**src/sfb_pkg.sv**
```systemverilog
// sfb_pkg: shared types, constants and the crc byte fold for the slip frame builder
// no dependencies; imported by every module of the block
`default_nettype none

package sfb_pkg;

    // operation codes carried on the slave tuser
    localparam logic [1:0] OP_START = 2'd0;
    localparam logic [1:0] OP_DATA  = 2'd1;
    localparam logic [1:0] OP_END   = 2'd2;

    // crc-16 reflected, poly 0x8408
    localparam logic [15:0] CRC_POLY = 16'h8408;
    localparam logic [15:0] CRC_SEED = 16'hFFFF;

    // slip special bytes
    localparam logic [7:0] SLIP_END  = 8'hC0;
    localparam logic [7:0] SLIP_ESC  = 8'hDB;
    localparam logic [7:0] SLIP_TEND = 8'hDC;
    localparam logic [7:0] SLIP_TESC = 8'hDD;

    // most bytes one job expands to (end: two escaped crc bytes plus frame end)
    localparam int unsigned RUN_MAX = 5;
    localparam int unsigned RUN_W   = 3;

    // job kinds handed from front to back
    typedef enum logic [1:0] {
        JOB_START,
        JOB_DATA,
        JOB_END
    } job_kind_t;

    // one queued job
    typedef struct packed {
        job_kind_t  kind;
        logic [7:0] b0;    // source, payload byte or crc low
        logic [7:0] b1;    // control or crc high
        logic [7:0] dest;  // destination of the frame in progress
    } job_t;

    // fold one byte into the reflected crc, lsb first
    function automatic logic [15:0] crc_fold(input logic [15:0] crc_in, input logic [7:0] b);
        logic [15:0] c;
        logic        fb;
        c = crc_in;
        for (int i = 0; i < 8; i++)
        begin
            fb = b[i] ^ c[0];
            c  = {1'b0, c[15:1]};
            if (fb)
            begin
                c = c ^ CRC_POLY;
            end
        end
        return c;
    endfunction

endpackage

`default_nettype wire

```
**src/sfb_front.sv**
```systemverilog
// sfb_front: accepts input beats, keeps frame state and crc, pushes jobs to the queue
// depends on sfb_pkg
`default_nettype none

module sfb_front (
    input  wire logic          clk,
    input  wire logic          rst_n,
    input  wire logic          s_tvalid,
    output logic               s_tready,
    input  wire logic [31:0]   s_tdata,   // dest_address, source_address, control_field, payload_byte
    input  wire logic [1:0]    s_tuser,   // operation
    input  wire logic          q_full,
    output logic               q_push,
    output sfb_pkg::job_t      q_job
);
    import sfb_pkg::*;

    localparam logic [1:0] HDR_NONE = 2'd0;
    localparam logic [1:0] HDR_ONE  = 2'd1;
    localparam logic [1:0] HDR_TWO  = 2'd2;

    logic [15:0] crc_reg, crc_next;
    logic [7:0]  held_dest_reg, held_dest_next;
    logic        in_frame_reg, in_frame_next;
    logic [1:0]  hdr_cnt_reg, hdr_cnt_next;
    logic [7:0]  src_pend_reg, src_pend_next;
    logic [7:0]  ctl_pend_reg, ctl_pend_next;

    logic [7:0]  dst, src, ctl, pay;
    logic        accept;

    assign dst = s_tdata[7:0];
    assign src = s_tdata[15:8];
    assign ctl = s_tdata[23:16];
    assign pay = s_tdata[31:24];

    // hold off while header bytes are still being folded or the queue is full
    assign s_tready = (hdr_cnt_reg == HDR_NONE) && !q_full;
    assign accept   = s_tvalid && s_tready;

    // classify the beat and update frame state
    always_comb
    begin
        crc_next       = crc_reg;
        held_dest_next = held_dest_reg;
        in_frame_next  = in_frame_reg;
        hdr_cnt_next   = hdr_cnt_reg;
        src_pend_next  = src_pend_reg;
        ctl_pend_next  = ctl_pend_reg;
        q_push         = 1'b0;
        q_job.kind     = JOB_DATA;
        q_job.b0       = pay;
        q_job.b1       = ctl;
        q_job.dest     = held_dest_reg;

        // finish header crc one byte per cycle
        if (hdr_cnt_reg != HDR_NONE)
        begin
            crc_next     = crc_fold(crc_reg, (hdr_cnt_reg == HDR_TWO) ? src_pend_reg
                                                                      : ctl_pend_reg);
            hdr_cnt_next = hdr_cnt_reg - HDR_ONE;
        end

        if (accept)
        begin
            case (s_tuser)
                OP_START:
                begin
                    held_dest_next = dst;
                    in_frame_next  = 1'b1;
                    crc_next       = crc_fold(CRC_SEED, dst);
                    src_pend_next  = src;
                    ctl_pend_next  = ctl;
                    hdr_cnt_next   = HDR_TWO;
                    q_push         = 1'b1;
                    q_job.kind     = JOB_START;
                    q_job.b0       = src;
                    q_job.b1       = ctl;
                    q_job.dest     = dst;
                end
                OP_DATA:
                begin
                    if (in_frame_reg)
                    begin
                        crc_next = crc_fold(crc_reg, pay);
                        q_push   = 1'b1;
                    end
                end
                OP_END:
                begin
                    if (in_frame_reg)
                    begin
                        in_frame_next = 1'b0;
                        q_push        = 1'b1;
                        q_job.kind    = JOB_END;
                        q_job.b0      = crc_reg[7:0];
                        q_job.b1      = crc_reg[15:8];
                    end
                end
                default:
                begin
                    q_push = 1'b0;
                end
            endcase
        end
    end

    // control and crc state
    always_ff @(posedge clk or negedge rst_n)
    begin
        if (!rst_n)
        begin
            crc_reg       <= CRC_SEED;
            held_dest_reg <= 8'h00;
            in_frame_reg  <= 1'b0;
            hdr_cnt_reg   <= HDR_NONE;
        end
        else
        begin
            crc_reg       <= crc_next;
            held_dest_reg <= held_dest_next;
            in_frame_reg  <= in_frame_next;
            hdr_cnt_reg   <= hdr_cnt_next;
        end
    end

    // pending header bytes
    always_ff @(posedge clk)
    begin
        src_pend_reg <= src_pend_next;
        ctl_pend_reg <= ctl_pend_next;
    end

endmodule

`default_nettype wire

```
**src/sfb_queue.sv**
```systemverilog
// sfb_queue: small job queue between front and back
// depends on sfb_pkg
`default_nettype none

module sfb_queue #(
    parameter int unsigned DEPTH = 4
) (
    input  wire logic          clk,
    input  wire logic          rst_n,
    input  wire logic          push,
    input  wire sfb_pkg::job_t push_job,
    output logic               full,
    input  wire logic          pop,
    output sfb_pkg::job_t      pop_job,
    output logic               empty
);
    import sfb_pkg::*;

    localparam int unsigned ADDR_W = (DEPTH > 1) ? $clog2(DEPTH) : 1;
    localparam int unsigned CNT_W  = $clog2(DEPTH + 1);
    localparam logic [ADDR_W-1:0] LAST_ADDR = ADDR_W'(DEPTH - 1);

    job_t              mem [DEPTH];
    logic [ADDR_W-1:0] wr_ptr_reg, wr_ptr_next;
    logic [ADDR_W-1:0] rd_ptr_reg, rd_ptr_next;
    logic [CNT_W-1:0]  count_reg, count_next;

    assign full    = (count_reg == CNT_W'(DEPTH));
    assign empty   = (count_reg == '0);
    assign pop_job = mem[rd_ptr_reg];

    // pointer and count update
    always_comb
    begin
        wr_ptr_next = wr_ptr_reg;
        rd_ptr_next = rd_ptr_reg;
        count_next  = count_reg;
        if (push)
        begin
            wr_ptr_next = (wr_ptr_reg == LAST_ADDR) ? '0 : wr_ptr_reg + 1'b1;
        end
        if (pop)
        begin
            rd_ptr_next = (rd_ptr_reg == LAST_ADDR) ? '0 : rd_ptr_reg + 1'b1;
        end
        if (push && !pop)
        begin
            count_next = count_reg + 1'b1;
        end
        else if (pop && !push)
        begin
            count_next = count_reg - 1'b1;
        end
    end

    always_ff @(posedge clk or negedge rst_n)
    begin
        if (!rst_n)
        begin
            wr_ptr_reg <= '0;
            rd_ptr_reg <= '0;
            count_reg  <= '0;
        end
        else
        begin
            wr_ptr_reg <= wr_ptr_next;
            rd_ptr_reg <= rd_ptr_next;
            count_reg  <= count_next;
        end
    end

    // job storage
    always_ff @(posedge clk)
    begin
        if (push)
        begin
            mem[wr_ptr_reg] <= push_job;
        end
    end

endmodule

`default_nettype wire

```
**src/sfb_back.sv**
```systemverilog
// sfb_back: expands queued jobs into slip-escaped frame bytes,
// one beat per cycle while m_tready is high; depends on sfb_pkg
`default_nettype none

module sfb_back (
    input  wire logic          clk,
    input  wire logic          rst_n,
    input  wire logic          q_empty,
    input  wire sfb_pkg::job_t q_job,
    output logic               q_pop,
    output logic               m_tvalid,
    input  wire logic          m_tready,
    output logic [15:0]        m_tdata,   // frame_byte, frame_dest
    output logic [0:0]         m_tuser,   // run_last
    output logic               m_tlast    // frame_last
);
    import sfb_pkg::*;

    localparam logic [RUN_W-1:0] RUN_ONE = RUN_W'(1);

    // current run of bytes
    logic [7:0]       run_bytes_reg [RUN_MAX];
    logic [7:0]       run_bytes_next [RUN_MAX];
    logic [RUN_W-1:0] run_cnt_reg, run_cnt_next;
    logic [RUN_W-1:0] run_idx_reg, run_idx_next;
    logic             run_end_reg, run_end_next;
    logic [7:0]       run_dest_reg, run_dest_next;
    logic             run_active_reg, run_active_next;

    // output register
    logic             out_valid_reg, out_valid_next;
    logic [7:0]       out_byte_reg, out_byte_next;
    logic [7:0]       out_dest_reg, out_dest_next;
    logic             out_run_last_reg, out_run_last_next;
    logic             out_frame_last_reg, out_frame_last_next;

    logic             emit, last;
    logic [7:0]       exp_bytes [RUN_MAX];
    logic [RUN_W-1:0] exp_cnt;

    assign m_tvalid   = out_valid_reg;
    assign m_tdata    = {out_dest_reg, out_byte_reg};
    assign m_tuser[0] = out_run_last_reg;
    assign m_tlast    = out_frame_last_reg;

    assign emit  = run_active_reg && (!out_valid_reg || m_tready);
    assign last  = (run_idx_reg == run_cnt_reg - RUN_ONE);
    assign q_pop = !q_empty && (!run_active_reg || (emit && last));

    // expand the job at the queue head into its byte run
    always_comb
    begin
        for (int i = 0; i < RUN_MAX; i++)
        begin
            exp_bytes[i] = SLIP_END;
        end
        exp_cnt = '0;
        case (q_job.kind)
            JOB_START:
            begin
                exp_bytes[0] = q_job.b0;
                exp_bytes[1] = q_job.b1;
                exp_cnt      = RUN_W'(2);
            end
            JOB_DATA:
            begin
                if (q_job.b0 == SLIP_END || q_job.b0 == SLIP_ESC)
                begin
                    exp_bytes[0] = SLIP_ESC;
                    exp_bytes[1] = (q_job.b0 == SLIP_END) ? SLIP_TEND : SLIP_TESC;
                    exp_cnt      = RUN_W'(2);
                end
                else
                begin
                    exp_bytes[0] = q_job.b0;
                    exp_cnt      = RUN_W'(1);
                end
            end
            JOB_END:
            begin
                // crc low, crc high, then frame end
                if (q_job.b0 == SLIP_END || q_job.b0 == SLIP_ESC)
                begin
                    exp_bytes[0] = SLIP_ESC;
                    exp_bytes[1] = (q_job.b0 == SLIP_END) ? SLIP_TEND : SLIP_TESC;
                    exp_cnt      = RUN_W'(2);
                end
                else
                begin
                    exp_bytes[0] = q_job.b0;
                    exp_cnt      = RUN_W'(1);
                end
                if (q_job.b1 == SLIP_END || q_job.b1 == SLIP_ESC)
                begin
                    exp_bytes[exp_cnt]          = SLIP_ESC;
                    exp_bytes[exp_cnt + RUN_ONE] = (q_job.b1 == SLIP_END) ? SLIP_TEND
                                                                          : SLIP_TESC;
                    exp_cnt = exp_cnt + RUN_W'(2);
                end
                else
                begin
                    exp_bytes[exp_cnt] = q_job.b1;
                    exp_cnt            = exp_cnt + RUN_ONE;
                end
                exp_bytes[exp_cnt] = SLIP_END;
                exp_cnt            = exp_cnt + RUN_ONE;
            end
            default:
            begin
                exp_cnt = RUN_ONE;
            end
        endcase
    end

    // run sequencing and output register
    always_comb
    begin
        run_bytes_next      = run_bytes_reg;
        run_cnt_next        = run_cnt_reg;
        run_idx_next        = run_idx_reg;
        run_end_next        = run_end_reg;
        run_dest_next       = run_dest_reg;
        run_active_next     = run_active_reg;
        out_valid_next      = out_valid_reg;
        out_byte_next       = out_byte_reg;
        out_dest_next       = out_dest_reg;
        out_run_last_next   = out_run_last_reg;
        out_frame_last_next = out_frame_last_reg;

        if (out_valid_reg && m_tready)
        begin
            out_valid_next = 1'b0;
        end

        if (emit)
        begin
            out_valid_next      = 1'b1;
            out_byte_next       = run_bytes_reg[run_idx_reg];
            out_dest_next       = run_dest_reg;
            out_run_last_next   = last;
            out_frame_last_next = last && run_end_reg;
            run_idx_next        = run_idx_reg + RUN_ONE;
            if (last)
            begin
                run_active_next = 1'b0;
            end
        end

        if (q_pop)
        begin
            run_bytes_next  = exp_bytes;
            run_cnt_next    = exp_cnt;
            run_idx_next    = '0;
            run_end_next    = (q_job.kind == JOB_END);
            run_dest_next   = q_job.dest;
            run_active_next = 1'b1;
        end
    end

    always_ff @(posedge clk or negedge rst_n)
    begin
        if (!rst_n)
        begin
            run_active_reg <= 1'b0;
            out_valid_reg  <= 1'b0;
        end
        else
        begin
            run_active_reg <= run_active_next;
            out_valid_reg  <= out_valid_next;
        end
    end

    // payload registers
    always_ff @(posedge clk)
    begin
        run_bytes_reg      <= run_bytes_next;
        run_cnt_reg        <= run_cnt_next;
        run_idx_reg        <= run_idx_next;
        run_end_reg        <= run_end_next;
        run_dest_reg       <= run_dest_next;
        out_byte_reg       <= out_byte_next;
        out_dest_reg       <= out_dest_next;
        out_run_last_reg   <= out_run_last_next;
        out_frame_last_reg <= out_frame_last_next;
    end

endmodule

`default_nettype wire

```
**src/slip_crc16_frame_builder.sv**
```systemverilog
// slip_crc16_frame_builder: slip frame builder with reflected crc-16 trailer
// path: an accepted beat is written to the job queue, loaded into the run registers, then sent from the output register
// throughput: payload and end beats accepted every cycle while the job queue has room;
//   a start beat holds the input while the crc folds the source and control bytes, one header byte per cycle;
//   the output sends one frame byte per cycle while m_tready is high, so escaped bytes set the sustained rate
// reset: asynchronous active low; crc to 0xffff, no frame open, queue and output empty
`default_nettype none

module slip_crc16_frame_builder #(
    parameter int unsigned QUEUE_DEPTH = 4
) (
    input  wire logic        clk,
    input  wire logic        rst_n,
    input  wire logic        s_tvalid,
    output logic             s_tready,
    input  wire logic [31:0] s_tdata,   // dest_address, source_address, control_field, payload_byte
    input  wire logic [1:0]  s_tuser,   // operation
    output logic             m_tvalid,
    input  wire logic        m_tready,
    output logic [15:0]      m_tdata,   // frame_byte, frame_dest
    output logic [0:0]       m_tuser,   // run_last
    output logic             m_tlast    // frame_last
);
    import sfb_pkg::*;

    logic q_push, q_full, q_pop, q_empty;
    job_t push_job, pop_job;

    // front: classify beats, crc, frame state
    sfb_front u_front (
        .clk      (clk),
        .rst_n    (rst_n),
        .s_tvalid (s_tvalid),
        .s_tready (s_tready),
        .s_tdata  (s_tdata),
        .s_tuser  (s_tuser),
        .q_full   (q_full),
        .q_push   (q_push),
        .q_job    (push_job)
    );

    // job queue
    sfb_queue #(
        .DEPTH (QUEUE_DEPTH)
    ) u_queue (
        .clk      (clk),
        .rst_n    (rst_n),
        .push     (q_push),
        .push_job (push_job),
        .full     (q_full),
        .pop      (q_pop),
        .pop_job  (pop_job),
        .empty    (q_empty)
    );

    // back: escape and send bytes
    sfb_back u_back (
        .clk      (clk),
        .rst_n    (rst_n),
        .q_empty  (q_empty),
        .q_job    (pop_job),
        .q_pop    (q_pop),
        .m_tvalid (m_tvalid),
        .m_tready (m_tready),
        .m_tdata  (m_tdata),
        .m_tuser  (m_tuser),
        .m_tlast  (m_tlast)
    );

endmodule

`default_nettype wire
```
**config.mk**
```make
export PLATFORM = sky130hd
export DESIGN_NAME = slip_crc16_frame_builder
export DESIGN_NICKNAME = d
export VERILOG_FILES = /design/src/sfb_pkg.sv /design/src/sfb_front.sv /design/src/sfb_queue.sv /design/src/sfb_back.sv /design/src/slip_crc16_frame_builder.sv
export SDC_FILE = /design/constraint.sdc
export NUM_CORES = 1
export LEC_CHECK = 0
export BUFFER_PORTS_ARGS = -buffer_cell sky130_fd_sc_hd__buf_2
export CAP_MARGIN = 5
export CORE_MARGIN = 8
export CORE_UTILIZATION = 30
export CTS_BUF_LIST = sky130_fd_sc_hd__clkbuf_16
export DETAILED_ROUTE_END_ITERATION = 16
export PLACE_DENSITY = 0.53
export SYNTH_ARGS = -nofsm -noshare
export SYNTH_HDL_FRONTEND = slang
export SYNTH_SLANG_ARGS = --single-unit
```
**constraint.sdc**
```tcl
create_clock -name clk -period 4.38 [get_ports clk]
set_input_delay 1.314 -clock clk [delete_from_list [all_inputs] [get_ports clk]]
set_output_delay 1.314 -clock clk [all_outputs]
set_load 0.02 [all_outputs]
```
; Word level (Yosys, flattened, before mapping)
; Memories as Yosys holds them, arrays and structs flattened.
; Cells that the tools add are included.
[classes]
magnitude_cmp = 7
muxes = 118
add_sub_neg = 10
reduce_logical = 36
bitwise_logic = 55
n_eq_ne = 13
[op_table]
columns = operator, n
row1 = $mux W16, 69
row2 = $mux W8, 11
row3 = $bwmux W40, 2
row4 = $mux W40, 2
row5 = $demux W8 S3, 3
row6 = $not A2 Y3, 22
row7 = $pmux W16 S3, 1
row8 = $pmux W18 S2, 1
row9 = $eq A8 B8 Y1 const B, 4
row10 = $pmux W16 S2, 1
row11 = $and A30 B30 Y30, 1
row12 = $not A30 Y30, 1
row13 = $or A30 B30 Y30, 1
row14 = $mux W26, 1
row15 = $bmux W8 S3, 1
row16 = $xor A1 B1 Y1, 23
row17 = $mux W18, 1
row18 = $ge A4 B4 Y1 const B, 4
row19 = $not A3 Y4, 4
row20 = $mux W3, 5
row21 = $add A3 B1 Y3 const B, 4
row22 = $logic_and A1 B1 Y1, 12
row23 = $lt A4 B1 Y1 const B, 3
row24 = $mux W2, 6
row25 = other kinds (21), 56
[word_totals]
output_inout_bits = 20
ff_bits = 125
ramBits = 104
n_memories = 1
word_cells = 264
inputBits = 38
[mem_list]
columns = name, words, word_bits, rd, rd_ports_with_merged_regs, wr, line
row1 = u_queue.mem, 4, 26, 1, 0, 1, sfb_queue.sv:23  ; job_t mem [DEPTH];

; Longest topological paths before layout
; Gate-level depths: netlist of run 1.
[depth]
word_depth = 40
ltp_mapped = 14
depth_no_buf = 14

; Hierarchy
; Synthesis of run 1 repeated with hierarchy kept, for this count alone.
[hier_totals]
cells_unflattened = 685
area_unflattened_um2 = 9995.8
[modules_own_cells]
columns = module, area_each_um2, instances, seq_area_each_um2, cells_per_inst
row1 = sfb_queue, 4216.5, 1, 3298.2, 173
row2 = sfb_front, 3012.9, 1, 1176.1, 303
row3 = sfb_back, 2766.4, 1, 1791.7, 209

; Worst setup path after synthesis of run 1
; No wires, ideal clock.
[synth_timing]
path_kind = input -> register
from = in m_tready
to = reg u_queue.count_reg[1]
required_ns = 4.255
n_path_buf = 0
setup_slack_ns = -0.532
stages = 8
arrival_ns = 4.787
cell_sequence = nand2b_1 > a21bo_2 > a21boi_1 > inv_1 > ha_1 > inv_1 > fa_1 > mux2_2
[synth_between]
elab_chain_cells = 8
word_cells_on_any_way = 10
cone_classes = mux: 1 / reduce/logical: 9
[synth_lines]
columns = element, line
row1 = "start, declared", slip_crc16_frame_builder.sv:19  ; input wire logic m_tready,
row2 = $logic_or A1 B1 Y1, sfb_back.sv:46  ; assign emit = run_active_reg && (!out_valid_reg || m_tready);
row3 = $logic_and A1 B1 Y1, sfb_back.sv:46
row4 = $logic_and A1 B1 Y1, sfb_back.sv:48  ; assign q_pop = !q_empty && (!run_active_reg || (emit && last));
row5 = $logic_or A1 B1 Y1, sfb_back.sv:48
row6 = $logic_and A1 B1 Y1, sfb_back.sv:48
row7 = via q_pop, slip_crc16_frame_builder.sv:26  ; logic q_push, q_full, q_pop, q_empty;
row8 = $logic_not A1 Y1, sfb_queue.sv:46  ; if (push && !pop)
row9 = $logic_and A1 B1 Y1, sfb_queue.sv:46
row10 = $mux W3, sfb_queue.sv:46
row11 = via u_queue.count_next[1], sfb_queue.sv:26  ; logic [CNT_W-1:0] count_reg, count_next;
row12 = "end signal, assigned", sfb_queue.sv:68  ; count_reg <= count_next;
row13 = "end, declared", sfb_queue.sv:26
; The timed path passes the listed nets, and every way through them passes these cells.
; A chain may end at the register's enable or synchronous reset.

; Final worst setup path of run 1
[layout_timing]
from = reg u_queue.rd_ptr_reg[0]
to = reg u_back.run_bytes_reg[24] (netlist name), data pin
[layout_between]
elab_chain_cells = 16
word_cells_on_any_way = 46
cone_classes = add/sub: 2 / order compare: 6 / eq/ne: 6 / mux: 19 / bitwise: 6 / reduce/logical: 6 / memory: 1
[layout_lines]
columns = element, line
row1 = "start, declared", sfb_queue.sv:25  ; logic [ADDR_W-1:0] rd_ptr_reg, rd_ptr_next;
row2 = "start signal, assigned", sfb_queue.sv:67  ; rd_ptr_reg <= rd_ptr_next;
row3 = $mem_v2 Z4 W26 (*), --
row4 = "$eq A8 B8 Y1, on equally long branches", --
row5 = $logic_or A1 B1 Y1, "sfb_back.sv:67, sfb_back.sv:82"
row6 = $mux W2, sfb_back.sv:82  ; if (q_job.b0 == SLIP_END || q_job.b0 == SLIP_ESC)
row7 = $mux W3, sfb_back.sv:58  ; case (q_job.kind)
row8 = "$add A3 B1 Y3, or another cell as far along", "sfb_back.sv:96, sfb_back.sv:103"
row9 = "$not A3 Y4, or another cell as far along", sfb_back.sv:96  ; exp_bytes[exp_cnt + RUN_ONE] = (q_job.b1 == SLIP_END) ? SLIP_TEND
row10 = "$ge A4 B4 Y1 (not written as such), or another cell as far along", sfb_back.sv:96
row11 = "$logic_and A1 B1 Y1 (not written as such), or another cell as far along", sfb_back.sv:96
row12 = "$mux W8, or another cell as far along", sfb_back.sv:96
row13 = "$demux W8 S3, or another cell as far along", sfb_back.sv:96
row14 = $bwmux W40 / $mux W8 (equally long branches), "sfb_back.sv:96, sfb_back.sv:105"
row15 = $mux W40 / $demux W8 S3 (equally long branches), "sfb_back.sv:93, sfb_back.sv:105"
row16 = $mux W40 / $not A30 Y30 (equally long branches), --
row17 = $and A30 B30 Y30 (no source line), --
row18 = $pmux W16 S3 (*), sfb_back.sv:58
row19 = "end signal, assigned", sfb_back.sv:177  ; run_bytes_reg <= run_bytes_next;
row20 = "end, declared", sfb_back.sv:22  ; logic [7:0] run_bytes_reg [RUN_MAX];
; Mark *: on every way between the ends. The rest lies on a longest branch, timed or not. The select of a mux whose other input is x is not followed.

==> results of run 1 <==
==> layout make-up <==
class	instances	area, um2	share of cell area [%]
Clock inverter	19	248	2.18
Sequential cell	215	6270	55.1
Timing Repair Buffer	78	455	4.00
Tap cell	408	510	4.49
Antenna cell	1	2.50	0.0220
Clock buffer	23	576	5.06
Multi-Input combinational cell	404	3230	28.4
Inverter	20	87.6	0.770
==> logic make-up (layout without fill, tap and decap cells) <==
logic type,count (synthesis),after routing,synth area share (%)
compound gates,126,126,9.18
xor+xnor,63,63,5.99
simple gates,154,154,7.48
other cells,0,1,0
mux,43,43,8.09
flops,215,215,64.5
fa+ha+maj,18,18,2.40
buf+inv,49,140,2.32
==> cell usage in the layout (no fill, tap or decap), drive strengths merged, types with 13 or more instances in the layout <==
| master | instances |
|---|---|
| a21oi | 19 |
| a22oi | 13 |
| buf | 78 |
| clkbuf | 23 |
| dfrtp | 20 |
| dfstp | 16 |
| edfxtp | 176 |
| ha | 17 |
| inv | 22 |
| mux4 | 27 |
| nand2 | 66 |
| nor2 | 37 |
| o21ai | 27 |
| xnor2 | 34 |
| xor2 | 27 |
==> power by group through the flow <==
stage | registers (mW) | clock network [mW] | logic (mW)
6_report | 3.09 | 2.11 | 2.43
5_1_grt | 3.14 | 2.22 | 2.68
4_1_cts | 3.09 | 2.15 | 2.46
3_5_place_dp | 3.13 | 0 | 2.45
3_3_place_gp | 3.13 | 0 | 2.43
2_1_floorplan | 3.07 | 0 | 1.83
==> per-layer routing <==
layer	share of wire [%]	track usage [%]
met5	0	0
met2	45	18.2
met3	3.7	1.87
met4	2.3	2.92
met1	49	16.4
==> worst paths after layout <==
| path | startpoint | to | slack (ps) | cells past startpoint |
|---|---|---|---|---|
| max in group asynchronous | rst_n | u_queue.rd_ptr_reg[0] | 2680 | 1 |
| worst max-delay path | u_queue.rd_ptr_reg[0] | u_back.run_bytes_reg[24] | 690 | 10 |
| min in group asynchronous | rst_n | u_back.run_active_reg | 970 | 1 |
| worst min register to register | u_back.run_dest_reg[0] | u_back.out_dest_reg[0] | 420 | 0 |
| worst min-delay path | u_back.run_dest_reg[0] | u_back.out_dest_reg[0] | 420 | 0 |
| worst max register to register | u_queue.rd_ptr_reg[0] | u_back.run_bytes_reg[24] | 690 | 10 |
==> summary.txt, run 1 <==
Power
  – P_leak: 4.05 nW
  – Internal Pwr Total: 5.17 mW
  – Sw Share: 32.2%
  – Logic pwr share: 31.9%
  – Clock power frac: 27.6%
  – Peak supply drop: 0.290 mV
  – Pwr Total: 7.63 mW
  – PwrDens: 671 mW/mm2
  – Sw power: 2.46 mW
  – Seq pwr share: 40.5%

Die
  – Ports: 58
  – Chip width: 196 um
  – Die area: 0.0384 mm2
  – Rows: 66
  – Initial core utilization: 30.1%
  – Core ar.: 0.0322 mm2
  – Die Height: 196 um

CTS
  – Maximum clock insertion buffer count: 3
  – Clock slew at reported path FFs: 60 ps
  – Clk sinks: 215
  – Post-CTS Resized: 0
  – Post-CTS Hold Fix Bufs: 0
  – Cts bufs inserted: 23
  – CTS tree: built
  – Htree depth: 1
  – Post CTS Setup Buffer Count: 0
  – Clk_lat worst skew: 520 ps
  – Clock root buffer master: clkbuf_16

Drt
  – # DRC: 0
  – Drt total wl: 22.5 mm
  – Pre-antenna DRT Iters: 5
  – DR vias: 5711
  – Drt wl/cell: 19.3 um
  – Via/cell ratio: 4.89
  – Post-route ant nets: 0
  – DRT iter0 DRCs: 384

Yosys
  – Post-synth cell types: 67
  – Post-synth top flop: edfxtp_1
  – Ys async rst share: 16.7%
  – Syn_nets: 724
  – Post-synth top cells: 176 x edfxtp_1, 66 x nand2_1, 34 x nor2_1, 34 x xnor2_1, 27 x xor2_1
  – Synthesized cell area: 0.00971 mm2
  – Synth warn: 0
  – Most area-hungry cell type in the Yosys netlist: edfxtp_1
  – Top-area cell type share of the netlist area: 54.4%
  – Number of synthesized flops with an enable pin: 176
  – Gate Count Post-Synth: 668
  – Mapped Avg Cell Area: 14.5 um2
  – Sequential area share after synthesis: 64.5%
  – Most common cell in the netlist: edfxtp_1
  – Yosys reg bits: 215
  – Area contributors post-synth: edfxtp_1 54%, mux4_2 5.6%, dfrtp_1 5.2%

Place
  – Dpl cell area: 0.0105 mm2
  – GPL Wtd Cong: 0.831
  – I/O Buffers: 57
  – Pre-CTS setup slack: 705 ps
  – Hpwl dp: 15.8 mm
  – Placed insts: 1125

Hold path
  – Hold Crit Class: reg -> reg

Worst setup path
  – Critical path's slowest cell: mux4_2
  – CP Cell Sequence: buf_4, mux4_2, nor4_1, o21a_1, inv_1, ha_1, a31oi_2, o22a_1, a21o_1, a22o_1
  – CP endpoint kind: flip-flop
  – Crit path largest cell delay: 590 ps
  – CP top delay family: compound AO/OA/AOI/OAI gates
  – Kind of critical path: reg -> reg
  – CP Buf/Inv Count: 2
  – Startpoint types: flip-flop
  – CP arrival: 3940 ps
  – Req. time, crit path: 4640 ps
  – CP Max Fanout: 11

Global route
  – Vias in the first global route: 5834
  – First-pass GRT wire length: 34.7 mm
  – Pin count of the biggest net entering global routing: 44
  – GRT Resource Usage Total: 11.6%
  – Initial antenna violation count: 0
  – Overflow after GRT: 0

Cells and area
  – Filler cells: 3124
  – Flip-flop count of the largest register after layout: 104
  – Fin cells: 1168
  – P&R area growth vs syn: 17.2%
  – Design area: 0.0114 mm2
  – Final net count: 798
  – Share of cells above drive strength 1: 23.1%
  – Fin util: 35.3%

Timing
  – Max Transition Viols Final: 0
  – Final Hold Slack: 416 ps
  – Unrepaired setup endpoints after global routing: false
  – Clock Skew: 15.3 ps
  – Tmin final: 3690 ps
  – Final Cycle Share: 84.2%
  – Max_slew headroom: 31.7%
  – Final Setup Violations: 0
  – Final worst slack: 691 ps
  – Worst slew pin tran: 1030 ps
  – Fin Setup TNS: 0 ps
  – Peak Freq: 271 MHz
  – Final hold viol count: 0

Status
  – Status: finished, final reports clean

Job
  – # Max-Cap Violations: 0
Power figures use the tool's default switching activity.
==> run 2, diff against run 1 <==
Clock period 4.38 ns to 3.3 ns, I/O delays scaled along.
==> summary.txt, run 2 (synthesized netlist as in run 1, its figures left out) <==
Status
  – Status: finished, final reports clean

Global route
  – Pin count of the biggest net entering global routing: 44 (unchanged)
  – Overflow after GRT: 0 (unchanged)
  – GRT Resource Usage Total: 11.8% (+0.25 points)
  – Initial antenna violation count: 0 (unchanged)
  – First-pass GRT wire length: 35.5 mm (+2.4%)
  – Vias in the first global route: 6057 (+3.8%)

CTS
  – Post-CTS Hold Fix Bufs: 0 (unchanged)
  – CTS tree: built
  – Clk_lat worst skew: 510 ps (about the same)
  – Cts bufs inserted: 24 (+4.3%)
  – Clk sinks: 215 (unchanged)
  – Clock root buffer master: clkbuf_16
  – Maximum clock insertion buffer count: 3 (unchanged)
  – Clock slew at reported path FFs: 60 ps (about the same)
  – Htree depth: 1 (unchanged)

Worst setup path
  – Reg2reg setup slack: 90 ps (-600 ps)
  – Worst r2r src: u_queue.rd_ptr_reg[0]
  – R2R cell count: 11 (+1)
  – CP endpoint kind: flip-flop
  – Worst setup path end: u_back.run_bytes_reg[24]
  – Startpoint types: flip-flop
  – CP Launch Point: u_queue.rd_ptr_reg[0]
  – CP Max Fanout: 10 (-1)
  – Req. time, crit path: 3570 ps (-1070 ps)
  – FF-to-FF End: u_back.run_bytes_reg[24]
  – CP arrival: 3480 ps (-460 ps)
  – Kind of critical path: reg -> reg

Power
  – Sw Share: 32.7% (+0.48 points)
  – Sw power: 3.31 mW (+35%)
  – P_leak: 4.17 nW (+3.0%)
  – PwrDens: 874 mW/mm2 (+30%)
  – Internal Pwr Total: 6.81 mW (+32%)
  – Clock power frac: 25.9% (-1.7 points)
  – Logic pwr share: 33.8% (+1.9 points)
  – Peak supply drop: 0.361 mV (+25%)
  – Seq pwr share: 40.3% (-0.2 points)

Timing
  – Final hold viol count: 0 (unchanged)
  – Peak Freq: 311 MHz (+15%)
  – Fin Setup TNS: 0 ps (unchanged)
  – Max Transition Viols Final: 0 (unchanged)
  – Max_slew headroom: 41.1% (+9.4 points)
  – Final Cycle Share: 97.4% (+13 points)
  – Tmin final: 3210 ps (-476 ps)
  – Final Setup Violations: 0 (unchanged)
  – Final worst slack: 86.9 ps (-604 ps)
  – Unrepaired setup endpoints after global routing: true
  – Worst slew pin tran: 875 ps (-150 ps)
  – Clock Skew: 9.30 ps (-5.99 ps)

Cells and area
  – Flip-flop count of the largest register after layout: 104 (unchanged)
  – Antenna fix cells: 0 (-1)
  – Fin util: 35.9% (+0.63 points)
  – Final net count: 821 (+2.9%)
  – Share of cells above drive strength 1: 25.5% (+2.5 points)
  – Commonest non-fill, non-tap cell in the layout: edfxtp_1
  – Commonest non-fill, non-tap cells in the layout: 176 x edfxtp_1, 66 x nand2_1, 57 x buf_2
  – Design area: 0.0116 mm2 (+1.8%)
  – Fin cells: 1191 (+2.0%)
  – P&R area growth vs syn: 19.3%

Die
  – Core ar.: 0.0322 mm2 (unchanged)
  – Ports: 58 (unchanged)
  – Chip width: 196 um (unchanged)
  – Rows: 66 (unchanged)
  – Initial core utilization: 30.1% (unchanged)
  – Die area: 0.0384 mm2 (unchanged)
  – Die Height: 196 um (unchanged)

Drt
  – DRT iter0 DRCs: 411 (+7.0%)
  – Post-route ant nets: 0 (unchanged)
  – Pre-antenna DRT Iters: 5 (unchanged)
  – Drt wl/cell: 19.1 um (-0.83%)
  – DR vias: 5789 (+1.4%)
  – Drt total wl: 22.8 mm (+1.1%)
  – # DRC: 0 (unchanged)
  – Via/cell ratio: 4.86 (-0.59%)

Place
  – I/O Buffers: 57 (unchanged)
  – GPL Wtd Cong: 0.871 (+4.8%)
  – Hpwl dp: 16.0 mm (+1.3%)
  – Dpl cell area: 0.0107 mm2 (+1.8%)
  – Placed insts: 1142 (+1.5%)
  – Pre-CTS setup slack: 68.8 ps (-636 ps)

Job
  – # Max-Cap Violations: 0 (unchanged)

Hold path
  – Hold Crit Class: reg -> reg
## run 2: timing repair
item | 4_1_cts | 5_1_grt
gates resized for setup | 0 | 1
buffers inserted | 0 | 4
setup endpoints to repair | 0 | 13
## run 2: worst max-delay path, cell delays in order, from the launching register on
cell      delay, ps
dfrtp_2         480
buf_4           150
mux4_2          530
or4_4           460
a21o_1          230
buf_4           170
clkinv_8         70
ha_1            160
a31oi_2         140
o22a_1          230
a21o_1          180
a22o_1          170
## run 2: cell type report
type                       instances  area (um2)
fill                            3059       20600
sequential                       215        6270
multi-input combinational        404        3230
timing repair buffer             100         701
clock buffer                      25         626
tap                              408         510
clock inverter                    19         158
inverter                          20        87.6
## run 2: per-stage QoR
stage                     hold slack (ps)  power (mW)
after floorplan                       400        6.50
after global placement                404        7.47
after detailed placement              405        7.49
after CTS                             419        10.2
after global routing                  431        10.7
final                                 418        10.1
## run 2: worst min-delay path by stage
stage,start,endpoint,cells past startpoint
floorplan,u_back.run_dest_reg[0],u_back.out_dest_reg[0],0
global placement,u_back.run_dest_reg[3],u_back.out_dest_reg[3],0
detailed placement,u_back.run_dest_reg[7],u_back.out_dest_reg[7],0
CTS,u_back.run_dest_reg[3],u_back.out_dest_reg[3],0
global route,u_back.run_dest_reg[7],u_back.out_dest_reg[7],0
finish,u_back.run_dest_reg[3],u_back.out_dest_reg[3],0
## run 2: layer usage
metal / share of wire, % / up-vias / routed length, um / track usage, %
met1: 48 / 2887 / 10900 / 16.3
met4: 2.1 / 0 / 482 / 3.06
met3: 4.3 / 38 / 977 / 2.04
li1: - / 2714 / - / -
met5: 0 / - / 0 / 0
met2: 46 / 150 / 10400 / 19.0
## run 2: power groups by stage
| stage | combinational [mW] | clock, mW | sequential [mW] |
|---|---|---|---|
| after floorplan | 2.43 | 0 | 4.07 |
| after global placement | 3.35 | 0 | 4.12 |
| after detailed placement | 3.36 | 0 | 4.13 |
| after CTS | 3.38 | 2.70 | 4.08 |
| after global routing | 3.78 | 2.80 | 4.13 |
| final | 3.42 | 2.62 | 4.07 |
